File: config.mk
export PLATFORM = sky130hd
export DESIGN_NAME = merge_sorter_flat
export DESIGN_NICKNAME = d
export VERILOG_FILES = /design/src/rtl/ms_pkg.sv /design/src/rtl/ms_req_if.sv /design/src/rtl/ms_rsp_if.sv /design/src/rtl/ms_front.sv /design/src/rtl/ms_queue.sv /design/src/rtl/ms_chain.sv /design/src/rtl/merge_sorter.sv /design/src/flat_wrapper.sv
export SDC_FILE = /design/constraint.sdc
export NUM_CORES = 1
export LEC_CHECK = 0
export ABC_AREA = 0
export BUFFER_PORTS_ARGS = -buffer_cell sky130_fd_sc_hd__clkbuf_2
export CORE_ASPECT_RATIO = 0.7
export CORE_UTILIZATION = 64
export DETAILED_ROUTE_END_ITERATION = 10
export PLACE_DENSITY = 0.81
export SLEW_MARGIN = 10
export SYNTH_ARGS = -nofsm -noshare
export SYNTH_HDL_FRONTEND = slang
export SYNTH_SLANG_ARGS = --single-unit
export TNS_END_PERCENT = 30
File: constraint.sdc
create_clock -name clock -period 8.9 [get_ports clock]
set_input_delay 1.78 -clock clock [delete_from_list [all_inputs] [get_ports clock]]
set_output_delay 1.78 -clock clock [all_outputs]
set_load 0.02 [all_outputs]
File: src/rtl/ms_pkg.sv
package ms_pkg;

   localparam int VALUE_W       = 32;
   localparam int DEPTH_DEFAULT = 8;
   localparam int QUEUE_DEPTH   = 4;
   localparam int QUEUE_PTR_W   = $clog2(QUEUE_DEPTH);

   // One classified transaction on its way from the front to the chain
   typedef struct packed {
      logic signed [VALUE_W-1:0] value;
      logic                      keep;
      logic                      last;
      logic                      dropped;
   } ms_entry_type;

endpackage

File: src/rtl/ms_req_if.sv
interface ms_req_if;
   logic                              valid;
   logic                              ready;
   logic signed [ms_pkg::VALUE_W-1:0] value;
   logic                              is_last;

   modport source (output valid, output value, output is_last, input ready);
   modport sink   (input valid, input value, input is_last, output ready);
endinterface

File: src/rtl/ms_rsp_if.sv
interface ms_rsp_if;
   logic                              valid;
   logic                              ready;
   logic signed [ms_pkg::VALUE_W-1:0] sorted_value;
   logic                              end_of_run;
   logic                              dropped;

   modport source (output valid, output sorted_value, output end_of_run, output dropped,
                   input ready);
   modport sink   (input valid, input sorted_value, input end_of_run, input dropped,
                   output ready);
endinterface

File: src/rtl/ms_front.sv
module ms_front #(
   parameter int DEPTH = ms_pkg::DEPTH_DEFAULT
) (
   input  logic                 clock,
   input  logic                 reset,
   ms_req_if.sink               req_chan,
   input  logic                 queue_full,
   output logic                 push_valid,
   output ms_pkg::ms_entry_type push_entry
);

   localparam int CNT_W = $clog2(DEPTH + 1);

   logic [CNT_W-1:0] count_ff, count_in;
   logic             ovf_ff, ovf_in;
   logic             full;
   logic             accept;

   assign full           = (count_ff == CNT_W'(DEPTH));
   assign req_chan.ready = !queue_full;
   assign accept         = req_chan.valid && !queue_full;

   assign push_valid         = accept;
   assign push_entry.value   = req_chan.value;
   assign push_entry.keep    = !full;
   assign push_entry.last    = req_chan.is_last;
   assign push_entry.dropped = ovf_ff || full;

   always_comb begin
      count_in = count_ff;
      ovf_in   = ovf_ff;
      if (accept) begin
         if (req_chan.is_last) begin
            // close the set
            count_in = '0;
            ovf_in   = 1'b0;
         end else if (full) begin
            ovf_in = 1'b1;
         end else begin
            count_in = count_ff + CNT_W'(1);
         end
      end
   end

   always_ff @(posedge clock) begin
      if (reset) begin
         count_ff <= '0;
         ovf_ff   <= 1'b0;
      end else begin
         count_ff <= count_in;
         ovf_ff   <= ovf_in;
      end
   end

endmodule

File: src/rtl/ms_queue.sv
module ms_queue (
   input  logic                 clock,
   input  logic                 reset,
   input  logic                 push_valid,
   input  ms_pkg::ms_entry_type push_entry,
   output logic                 full,
   output logic                 pop_avail,
   input  logic                 pop,
   output ms_pkg::ms_entry_type pop_entry
);

   localparam int PW = ms_pkg::QUEUE_PTR_W;

   ms_pkg::ms_entry_type entry_ff [ms_pkg::QUEUE_DEPTH];
   logic [PW-1:0]        wr_ptr_ff, wr_ptr_in;
   logic [PW-1:0]        rd_ptr_ff, rd_ptr_in;
   logic [PW:0]          fill_ff, fill_in;
   logic                 do_pop;

   assign full      = (fill_ff == (PW+1)'(ms_pkg::QUEUE_DEPTH));
   assign pop_avail = (fill_ff != '0);
   assign pop_entry = entry_ff[rd_ptr_ff];
   assign do_pop    = pop && pop_avail;

   always_comb begin
      wr_ptr_in = push_valid ? wr_ptr_ff + PW'(1) : wr_ptr_ff;
      rd_ptr_in = do_pop ? rd_ptr_ff + PW'(1) : rd_ptr_ff;
      fill_in   = fill_ff;
      if (push_valid && !do_pop) begin
         fill_in = fill_ff + (PW+1)'(1);
      end else if (do_pop && !push_valid) begin
         fill_in = fill_ff - (PW+1)'(1);
      end
   end

   always_ff @(posedge clock) begin
      if (push_valid) begin
         entry_ff[wr_ptr_ff] <= push_entry;
      end
   end

   always_ff @(posedge clock) begin
      if (reset) begin
         wr_ptr_ff <= '0;
         rd_ptr_ff <= '0;
         fill_ff   <= '0;
      end else begin
         wr_ptr_ff <= wr_ptr_in;
         rd_ptr_ff <= rd_ptr_in;
         fill_ff   <= fill_in;
      end
   end

endmodule

File: src/rtl/ms_chain.sv
module ms_chain #(
   parameter int DEPTH = ms_pkg::DEPTH_DEFAULT
) (
   input  logic                 clock,
   input  logic                 reset,
   input  logic                 pop_avail,
   input  ms_pkg::ms_entry_type pop_entry,
   output logic                 pop,
   ms_rsp_if.source             rsp_chan
);

   localparam int W = ms_pkg::VALUE_W;

   logic signed [W-1:0] cell_ff  [DEPTH];
   logic signed [W-1:0] cell_in  [DEPTH];
   logic [DEPTH-1:0]    valid_ff, valid_in;
   logic [DEPTH-1:0]    above;
   logic                drain_ff, drain_in;
   logic                drop_ff, drop_in;
   logic                out_valid_ff, out_valid_in;
   logic signed [W-1:0] out_value_ff;
   logic                out_end_ff;
   logic                out_drop_ff;
   logic                insert;
   logic                shift;

   assign pop    = pop_avail && !drain_ff;
   assign insert = pop && pop_entry.keep;
   assign shift  = drain_ff && (!out_valid_ff || rsp_chan.ready);

   // a cell lies above the new value when it is empty or holds a larger one
   always_comb begin
      for (int i = 0; i < DEPTH; i++) begin
         above[i] = !valid_ff[i] || (pop_entry.value < cell_ff[i]);
      end
   end

   always_comb begin
      for (int i = 0; i < DEPTH; i++) begin
         cell_in[i]  = cell_ff[i];
         valid_in[i] = valid_ff[i];
         if (shift) begin
            if (i == DEPTH - 1) begin
               valid_in[i] = 1'b0;
            end else begin
               cell_in[i]  = cell_ff[i+1];
               valid_in[i] = valid_ff[i+1];
            end
         end else if (insert) begin
            if (i == 0) begin
               valid_in[i] = 1'b1;
               if (above[i]) begin
                  cell_in[i] = pop_entry.value;
               end
            end else begin
               valid_in[i] = valid_ff[i] || valid_ff[i-1];
               if (above[i]) begin
                  cell_in[i] = above[i-1] ? cell_ff[i-1] : pop_entry.value;
               end
            end
         end
      end
   end

   always_comb begin
      drain_in = drain_ff;
      drop_in  = drop_ff;
      if (pop && pop_entry.last) begin
         drain_in = 1'b1;
         drop_in  = pop_entry.dropped;
      end else if (shift && !valid_ff[1]) begin
         // smallest remaining cell was the final one
         drain_in = 1'b0;
      end
      if (shift) begin
         out_valid_in = 1'b1;
      end else if (rsp_chan.ready) begin
         out_valid_in = 1'b0;
      end else begin
         out_valid_in = out_valid_ff;
      end
   end

   always_ff @(posedge clock) begin
      for (int i = 0; i < DEPTH; i++) begin
         cell_ff[i] <= cell_in[i];
      end
      drop_ff <= drop_in;
      if (shift) begin
         out_value_ff <= cell_ff[0];
         out_end_ff   <= !valid_ff[1];
         out_drop_ff  <= drop_ff;
      end
   end

   always_ff @(posedge clock) begin
      if (reset) begin
         valid_ff     <= '0;
         drain_ff     <= 1'b0;
         out_valid_ff <= 1'b0;
      end else begin
         valid_ff     <= valid_in;
         drain_ff     <= drain_in;
         out_valid_ff <= out_valid_in;
      end
   end

   assign rsp_chan.valid        = out_valid_ff;
   assign rsp_chan.sorted_value = out_value_ff;
   assign rsp_chan.end_of_run   = out_end_ff;
   assign rsp_chan.dropped      = out_drop_ff;

endmodule

File: src/rtl/merge_sorter.sv
// Sorts a set of signed 32-bit values into ascending order.
// req_chan carries one value per transaction; is_last closes the set.
// rsp_chan returns the stored values smallest first, end_of_run on the
// largest, dropped on every result of a set that lost values beyond DEPTH.
// Loading: one transaction per cycle while the queue is not full. The front
// counts and classifies each value, a four-entry queue holds it, and the
// insertion chain (DEPTH cells, one compare per cell) places it.
// Draining: one result per cycle while rsp_chan is ready, shifted out of the
// bottom of the chain into the output register. The first result of a set
// follows the marked transaction through the queue, the drain flag and the
// output register, later if the chain is still draining an earlier set.
// While the chain drains, the next set loads into the queue until it fills,
// then req_chan.ready falls.
// A stall on rsp_chan holds the output register and the chain; the queue
// then fills and back-pressures req_chan.
// Reset (synchronous) empties the queue and the chain and clears the count.
module merge_sorter #(
   parameter int DEPTH = ms_pkg::DEPTH_DEFAULT
) (
   input  logic      clock,
   input  logic      reset,
   ms_req_if.sink    req_chan,
   ms_rsp_if.source  rsp_chan
);

   logic                 push_valid;
   ms_pkg::ms_entry_type push_entry;
   logic                 queue_full;
   logic                 pop_avail;
   logic                 pop;
   ms_pkg::ms_entry_type pop_entry;

   ms_front #(.DEPTH(DEPTH)) u_front (
      .clock      (clock),
      .reset      (reset),
      .req_chan   (req_chan),
      .queue_full (queue_full),
      .push_valid (push_valid),
      .push_entry (push_entry)
   );

   ms_queue u_queue (
      .clock      (clock),
      .reset      (reset),
      .push_valid (push_valid),
      .push_entry (push_entry),
      .full       (queue_full),
      .pop_avail  (pop_avail),
      .pop        (pop),
      .pop_entry  (pop_entry)
   );

   ms_chain #(.DEPTH(DEPTH)) u_chain (
      .clock     (clock),
      .reset     (reset),
      .pop_avail (pop_avail),
      .pop_entry (pop_entry),
      .pop       (pop),
      .rsp_chan  (rsp_chan)
   );

endmodule

File: src/flat_wrapper.sv
// flat-port wrapper written by rule: the top's interface ports become plain ports
module merge_sorter_flat 
#(
   parameter int DEPTH = ms_pkg::DEPTH_DEFAULT
)
  (clock, reset, req_chan_valid, req_chan_value, req_chan_is_last, req_chan_ready, rsp_chan_valid, rsp_chan_sorted_value, rsp_chan_end_of_run, rsp_chan_dropped, rsp_chan_ready);
  ms_req_if req_chan_i ();
  ms_rsp_if rsp_chan_i ();
  input  logic clock;
  input  logic reset;
  input wire logic [$bits(req_chan_i.valid)-1:0] req_chan_valid;
  input wire logic [$bits(req_chan_i.value)-1:0] req_chan_value;
  input wire logic [$bits(req_chan_i.is_last)-1:0] req_chan_is_last;
  output wire logic [$bits(req_chan_i.ready)-1:0] req_chan_ready;
  output wire logic [$bits(rsp_chan_i.valid)-1:0] rsp_chan_valid;
  output wire logic [$bits(rsp_chan_i.sorted_value)-1:0] rsp_chan_sorted_value;
  output wire logic [$bits(rsp_chan_i.end_of_run)-1:0] rsp_chan_end_of_run;
  output wire logic [$bits(rsp_chan_i.dropped)-1:0] rsp_chan_dropped;
  input wire logic [$bits(rsp_chan_i.ready)-1:0] rsp_chan_ready;
  assign req_chan_i.valid = req_chan_valid;
  assign req_chan_i.value = req_chan_value;
  assign req_chan_i.is_last = req_chan_is_last;
  assign req_chan_ready = req_chan_i.ready;
  assign rsp_chan_valid = rsp_chan_i.valid;
  assign rsp_chan_sorted_value = rsp_chan_i.sorted_value;
  assign rsp_chan_end_of_run = rsp_chan_i.end_of_run;
  assign rsp_chan_dropped = rsp_chan_i.dropped;
  assign rsp_chan_i.ready = rsp_chan_ready;
  merge_sorter #(.DEPTH(DEPTH)) u_core (.clock(clock), .reset(reset), .req_chan(req_chan_i), .rsp_chan(rsp_chan_i));
endmodule
After elaboration in Yosys (flattened, before gate mapping):

Memory sizes are Yosys's and may differ from the RTL's. A register that Yosys moved wholly into a read port is not among the register bits.
Index checks and enable logic that the tools add are counted.

* bits in latches: 0
* word-level logic and storage cells: 139
* output and inout bits: 36
* memories kept: 2
* flip-flop bits (word level): 57
* memory bits (read-only): 0
* bits in writable memories: 396
* input port bits: 37

Memories
* u_core.u_chain.cell_ff: depth 8, bits a word 32, read ports 8, clocked after memory_dff 0, write ports 8, RTL line ms_chain.sv:14 `logic signed [W-1:0] cell_ff [DEPTH];`
* u_core.u_queue.entry_ff: depth 4, bits a word 35, read ports 1, clocked after memory_dff 1, write ports 1, RTL line ms_queue.sv:14 `ms_pkg::ms_entry_type entry_ff [ms_pkg::QUEUE_DEPTH];`

* divide/modulo/power cells: 0
* equality and inequality tests: 3
* reductions and logical operators: 49
* multiply operators: 0
* shift operators: 0
* add/sub/neg operators: 5
* mux-type cells: 59
* bitwise logic cells: 0
* order comparisons: 8

Operators with widths (count)
* two-way mux 32 bit: 31
* < comparator 32 bit: 8
* two-way mux 1 bit: 22
* logical OR 1 bit: 17
* zero test 1 bit: 14
* nonzero test 2 bit: 5
* logical AND 1 bit: 9
* two-way mux 4 bit: 2
* two-way mux 3 bit: 2
* adder 2 x 1 -> 2 bit (second input constant): 2
* adder 4 x 1 -> 4 bit (second input constant): 1
* equality test 4 bit (second input constant): 1
* two-way mux 2 bit: 2
* AND reduction 2 bit: 2
* adder 3 x 1 -> 3 bit (second input constant): 1
* equality test 3 bit (second input constant): 1
* nonzero test 3 bit: 1
* subtractor 3 x 1 -> 3 bit (second input constant): 1
* != test 2 bit (second input constant): 1
* OR reduction 2 bit: 1

Longest topological paths before layout:

Gate-level depths: netlist of run 1.

* depth in word-level cells: 7
* gate-level depth with buffers: 13
* gate-level depth less buffers: 10

By module:

A second synthesis of run 1 with hierarchy kept.

* cells, all modules: 2271
* area, all modules: 27691.6 um^2

By module, submodules not included
* ms_chain: seq. area each 8938.6 um^2, cells an instance 1977, instances 1, area each 21613.2 um^2
* ms_queue: seq. area each 4384.2 um^2, cells an instance 227, instances 1, area each 5541.6 um^2
* ms_front: seq. area each 100.1 um^2, cells an instance 67, instances 1, area each 536.8 um^2

Worst setup path after synthesis of run 1:

OpenSTA, ideal clock, no wires.

* path type: reg-to-reg
* from: reg (tool-made name)
* to: mem u_core.u_chain.cell_ff[0][100] in the netlist's numbering, enable pin
* arrival time: 5.798 ns
* setup slack: 2.636 ns
* data required time: 8.434 ns
* stages on the path, launching flop included: 13
* period minus slack after synthesis: 6.264 ns
* path through: dfxtp_1 > buf_6 > buf_1 > mux4_2 > ha_1 > or4b_2 > o2111ai_1 > a21oi_1 > nor4_1 > nor3_1 > buf_2 > buf_1 > o21ai_0

RTL lines (RTL line)
* to (decl): ms_chain.sv:14

==> results of run 1 <==
==> registers in the layout (all words and copies together) (netlist names), named ones only <==
signal                                count
u_core.u_chain.cell_ff                  256
u_core.u_chain.drain_ff                   1
u_core.u_chain.drop_ff                    1
u_core.u_chain.rsp_chan.dropped           1
u_core.u_chain.rsp_chan.end_of_run        1
u_core.u_chain.rsp_chan.sorted_value     32
u_core.u_chain.rsp_chan.valid             1
u_core.u_chain.valid_ff                   8
u_core.u_front.count_ff                   4
u_core.u_front.ovf_ff                     1
u_core.u_queue.entry_ff                 140
u_core.u_queue.fill_ff                    3
u_core.u_queue.rd_ptr_ff                  2
u_core.u_queue.wr_ptr_ff                  2
==> area by class of cell <==
class	instances	area, sq um
multi-input combinational	1486	11900
sequential	455	13400
clock inverter	27	277
inverter	275	1040
fill	2868	12000
tap	544	681
clock buffer	57	1230
timing repair buffer	98	568
==> critical path: stages, from the launching register on <==
cell	delay, ns
dfxtp_2	0.71
buf_4	0.46
mux4_2	0.76
ha_1	0.39
nand3_1	0.13
nor4_1	0.60
nand2_1	0.23
a311oi_1	0.65
nor3_2	0.13
mux2i_4	0.21
buf_4	0.33
o21ai_2	0.20
buf_4	0.45
==> cells by family after synthesis <==
| family | Yosys count |
|---|---|
| mux | 73 |
| buf+inv | 406 |
| simple gates | 602 |
| compound gates | 550 |
| fa+ha+maj | 256 |
| xor+xnor | 5 |
| flops | 455 |
==> routing by layer <==
metal | global-route usage (%) | routed length, microns | vias to the layer above
met1 | 46.7 | 28800 | 9817
met3 | 4.69 | 5940 | 161
met4 | 10.4 | 2100 | 0
met2 | 51.7 | 32100 | 1076
li1 | - | - | 9003
met5 | 0 | 0 | -
==> layout by cell type, fill, tap and decap left out, types with 32 or more instances in the layout <==
master	instances
clkbuf_16	47
and3_1	34
o211ai_1	44
edfxtp_1	431
o311a_1	32
a21o_1	53
nand3_1	55
nor2_1	82
a221o_1	100
clkbuf_2	72
mux4_2	34
a31oi_1	35
ha_1	255
nand2_1	166
o21ai_0	71
nor3_1	109
and2_1	35
inv_1	274
a22oi_1	33
a21oi_1	73
nand3b_1	33
==> how the worst min path moves through the flow <==
stage | start | to | depth (start not counted)
after floorplan | u_core.u_chain.drop_ff | u_core.u_chain.rsp_chan.dropped | 0
after global placement | u_core.u_chain.drop_ff | u_core.u_chain.rsp_chan.dropped | 0
after detailed placement | u_core.u_chain.drop_ff | u_core.u_chain.rsp_chan.dropped | 0
after CTS | u_core.u_chain.drop_ff | u_core.u_chain.rsp_chan.dropped | 0
after global routing | u_core.u_chain.drop_ff | u_core.u_chain.rsp_chan.dropped | 0
final | u_core.u_chain.drop_ff | u_core.u_chain.rsp_chan.dropped | 0
==> synthesized netlist by cell type (34+ instances only) <==
library cell / n / share of area, %
edfxtp_1: 431 / 48
inv_1: 274 / 3.8
ha_1: 255 / 12
nand2_1: 168 / 2.4
nor3_1: 111 / 2.1
a221o_1: 100 / 3.7
clkbuf_1: 93 / 1.3
nor2_1: 84 / 1.2
a21oi_1: 75 / 1.4
o21ai_0: 75 / 1.4
nand3_1: 55 / 1.0
a21o_1: 53 / 1.5
o211ai_1: 44 / 1.2
and3_1: 38 / 0.89
a31oi_1: 35 / 0.82
and2_1: 35 / 0.82
a22oi_1: 34 / 0.96
mux4_2: 34 / 2.9
==> per-stage QoR <==
stage	worst slack (ns)	area [sq um]
after detailed placement	3.31	27600
after floorplan	2.64	26700
after global placement	3.51	27600
after global routing	2.93	29100
after CTS	3.27	29100
final	3.23	29100
==> results.toml, run 1 <==
[outcome]
status = "complete, no violations"

[global_routing]
grt_pass1_wl_mm = 110
overflow = 0
grt_max_degree = 170
antenna_found_initial = 0
grt_pass1_vias = 19890
grt_util_all_layers_pct = 32.7

[critical_path]
r2r_setup_slack_ns = 3.23
timing.rr.end = "u_core.u_chain.cell_ff[1][71]"
cp_max_fo = 33
startpoint_type = "register"
cp-end-kind = "register"
arrival_ns = 5.88
critical_path.endpoint = "u_core.u_chain.cell_ff[1][71]"
worstPathRequired_ns = 9.12
critPathKind = "register to register"
r2r_cells = 12

[logic_synthesis]
syn_nets = 2640
ys_ff_latch = 455
ys.flop_type = "edfxtp_1"
yosysSeqAreaShare_pct = 50.2
synth_compound_area_share_pct = 15.3
synth_top_family_by_area = "compound AO/OA/AOI/OAI gates"
avgSynthCellArea_sq_um = 11.4
synthXorXnorAreaFrac_pct = 0.164
muxShareOfSynthArea_pct = 4.90
synthAdderAreaFrac_pct = 12.0
ys.warnings.count = 0
synth_cell_type_count = 72
synth_edf_count = 431
syn_area_sq_mm = 0.0267
synthSimpleGateAreaFrac_pct = 11.4
synthCells = 2347
synth-async-reset-ratio_pct = 0

[clocking]
htreeDepth = 2
worstSkewPairLatency_ns = 0.58
cts_hold_buf = 0
cts_tree = "done"
clock_sink_count = 455
cts_setup_buffers = 0
cts_buffer_depth = 3
numCtsBuffers = 45
ctsResizeCount = 0
clkTransAtPathRegs_ns = 0.06
cts_root_buffer = "clkbuf_16"

[cells_and_area]
layout.nets = 2654
areaGrowthSynthToFinish_pct = 8.86
post-route-util_pct = 70.7
final_cells = 2942
drive_gt1_share_pct = 11.2
antenna_cells = 0

[timing]
worst_slew_pin_slew_ns = 1.17
timing.max_slew.rel_slack_pct = 21.6
final-setup-viol-count = 0
max_freq_mhz = 176
fin_crit_sh_pct = 63.7
period_minus_slack_ns = 5.67
finalSetupTns_ns = 0
hold_viol_final = 0
hold_ws_ns = 0.438
slew_viol_final = 0
fin_skew_ns = 0.0222
rsz0062_at_grt = "no"

[detailed_routing]
vias_per_cell = 6.82
route.detailed.drc = 0
finalWirelength_mm = 68.9
drt_pass1_iterations = 7
num_vias = 20057
wire_per_inst_microns = 23.4
drt_iter0_markers = 2455
ant_nets = 0

[flow_run]
drv_cap = 0

[die]
core-area_sq_mm = 0.0411
fp.dieH_microns = 173
die_w_microns = 246
io_pins = 73
die_area_sq_mm = 0.0426
initial_core_util_pct = 65.0
rows = 62

[placed_design]
gp_congestion = 0.917
dp_cells = 2858
hpwl_mm = 47.7
numPortBuffers = 72

[min_path]
hold_class = "register to register"
Power of run 1 is left out: the tool's default activity adds up to more than one toggle a clock period on the data nets, which glitch-free logic cannot reach.
==> run 2: changes to the inputs <==
--- a/config.mk
+++ b/config.mk
@@ -5,7 +5,7 @@
 export SDC_FILE = /design/constraint.sdc
 export NUM_CORES = 1
 export LEC_CHECK = 0
-export ABC_AREA = 0
+export ABC_AREA = 1
 export BUFFER_PORTS_ARGS = -buffer_cell sky130_fd_sc_hd__clkbuf_2
 export CORE_ASPECT_RATIO = 0.7
 export CORE_UTILIZATION = 64
==> constraint.sdc (replaced) <==
create_clock -name clock -period 5.4 [get_ports clock]
set_input_delay 1.08 -clock clock [delete_from_list [all_inputs] [get_ports clock]]
set_output_delay 1.08 -clock clock [all_outputs]
set_load 0.02 [all_outputs]
==> results.toml, run 2 <==
[outcome]
status = "complete, no violations"

[min_path]
hold_class = "register to register"
min_path_cells = 0

[detailed_routing]
drt_iter0_markers = 3827
num_vias = 23797
met1Wirelength_mm = 34.2
highest_layer = "met5"
finalWirelength_mm = 81.4
wire_per_inst_microns = 21.6
ant_nets = 0
route.detailed.drc = 0
met3WireLength_mm = 13.0
wl_met2_mm = 31.6
vias_per_cell = 6.32
drt_pass1_iterations = 7

[critical_path]
critPathKind = "register to register"
startpoint_type = "register"
crit_chain = "inv_2 > buf_12 > nand2_1 > nand3_1 > nand2_1 > inv_1 > ha_1 > a21oi_1 > nand3b_1 > a21oi_1 > nor4_1 > nand2_1 > nand2_1 > nand2_1 > nand2_2 > buf_4 > nand4_1 > nand3_1 > nand2_1"
cpLargestDelayFamily = "simple AND/OR/NAND/NOR gates"
arrival_ns = 5.12
cp.depth = 19
cp-end-kind = "register"
cpMostUsedCell = "nand2_1"
max_stage_delay_ns = 0.53
cp_slowest_cell = "dfxtp_2"
worstPathRequired_ns = 5.73
r2r_cells = 19
cp_max_fo = 70
cp_num_buf_inv = 4

[timing]
fin_skew_ns = 0.0205
slew_viol_final = 0
timing.max_slew.rel_slack_pct = 20.6
finalSetupTns_ns = 0
max_freq_mhz = 209
fin_crit_sh_pct = 88.6
worst_slew_pin_slew_ns = 1.19
rsz0062_at_grt = "no"
final-setup-viol-count = 0
hold_viol_final = 0
period_minus_slack_ns = 4.79

[logic_synthesis]
yosysTopAreaCell = "edfxtp_1"
yosysMostFrequentCell = "nand2_1"
yosysSeqAreaShare_pct = 48.7
ys.flop_type = "edfxtp_1"
ys.warnings.count = 0
yosysTopAreaCellShare_pct = 46.9
muxShareOfSynthArea_pct = 0
synth-async-reset-ratio_pct = 0
syn_nets = 3450
synthAdderAreaFrac_pct = 11.6
synth_compound_area_share_pct = 5.10
synth_area_leaders = "edfxtp_1, nand2_1, ha_1"
synthTopCellsByCount = "nand2_1, edfxtp_1, inv_1, nand3_1, ha_1"
synthSimpleGateAreaFrac_pct = 26.9
ys_ff_latch = 455
avgSynthCellArea_sq_um = 8.73
synthXorXnorAreaFrac_pct = 0.0318
synth_cell_type_count = 41
synthCells = 3157
synth_top_family_by_area = "simple AND/OR/NAND/NOR gates"
syn_area_sq_mm = 0.0276
synth_edf_count = 431

[die]
core-area_sq_mm = 0.0424
initial_core_util_pct = 65.0
fp.dieH_microns = 176
die_w_microns = 250
io_pins = 73
rows = 63
die_area_sq_mm = 0.0439

[cells_and_area]
regMostFlops = "u_core.u_chain.cell_ff"
areaGrowthSynthToFinish_pct = 8.95
final_common_cell = "nand2_1"
largest_register_ffs = 256
mostFrequentLayoutCells = "nand2_1, edfxtp_1, inv_1"
drive_gt1_share_pct = 7.90
layout.nets = 3471
seq_area_sq_mm = 0.0134
multi_input_area_sq_mm = 0.0121
num-fill-cells = 3161
post-route-util_pct = 70.8

[placed_design]
gp_congestion = 0.984
hpwl_mm = 57.7
numPortBuffers = 72

[clocking]
cts_hold_buf = 0
cts_root_buffer = "clkbuf_16"
clkTransAtPathRegs_ns = 0.06
worstSkewPairLatency_ns = 0.59
cts_buffer_depth = 3
cts_setup_buffers = 0
numCtsBuffers = 46
ctsResizeCount = 0
clock_sink_count = 455
htreeDepth = 2
cts_tree = "done"

[global_routing]
overflow = 0
grt_pass1_wl_mm = 125
grt_util_all_layers_pct = 36.7
grt_max_degree = 133
antenna_found_initial = 4
grt_pass1_vias = 22034

[flow_run]
drv_cap = 0
## run 2: final cells by class
class	count	area share, %
multi-input combinational	2177	40.2
timing repair buffer	141	3.09
antenna	2	0.0167
sequential	455	44.7
tap	552	2.30
clock buffer	54	4.00
inverter	357	4.49
clock inverter	30	1.22
## run 2: path summary, 6_finish.rpt
check	slack, ns	endpoint	from
worst max-delay path	0.61	u_core.u_chain.cell_ff[1][88]	register
worst min-delay path	0.43	u_core.u_chain.rsp_chan.dropped	u_core.u_chain.drop_ff
worst min register to register	0.43	u_core.u_chain.rsp_chan.dropped	u_core.u_chain.drop_ff
worst max register to register	0.61	u_core.u_chain.cell_ff[1][88]	register
## run 2: cells by family (layout without fill, tap and decap cells)
kind of cell    after synthesis  count (layout)
compound gates              255             255
xor+xnor                      1               1
fa+ha+maj                   256             256
buf+inv                     525             582
flops                       455             455
other cells                   0               2
simple gates               1665            1665
## run 2: metal layers
layer	global-route usage [%]	up-vias
met2	49.3	1784
met4	11.2	8
met1	56.5	10948
li1	-	10886
met5	0	-
met3	10.8	171
## run 2: stage by stage
step	setup WS, ns	std cells	hold slack, ns	instance area (sq um)
floorplan	1.39	3157	0.400	27600
global placement	1.11	3682	0.403	28500
detailed placement	0.909	3682	0.417	28500
CTS	0.889	3766	0.432	30000
global route	0.498	3766	0.440	30000
finish	0.613	3768	0.434	30000
Power of run 2 is left out for the same reason.
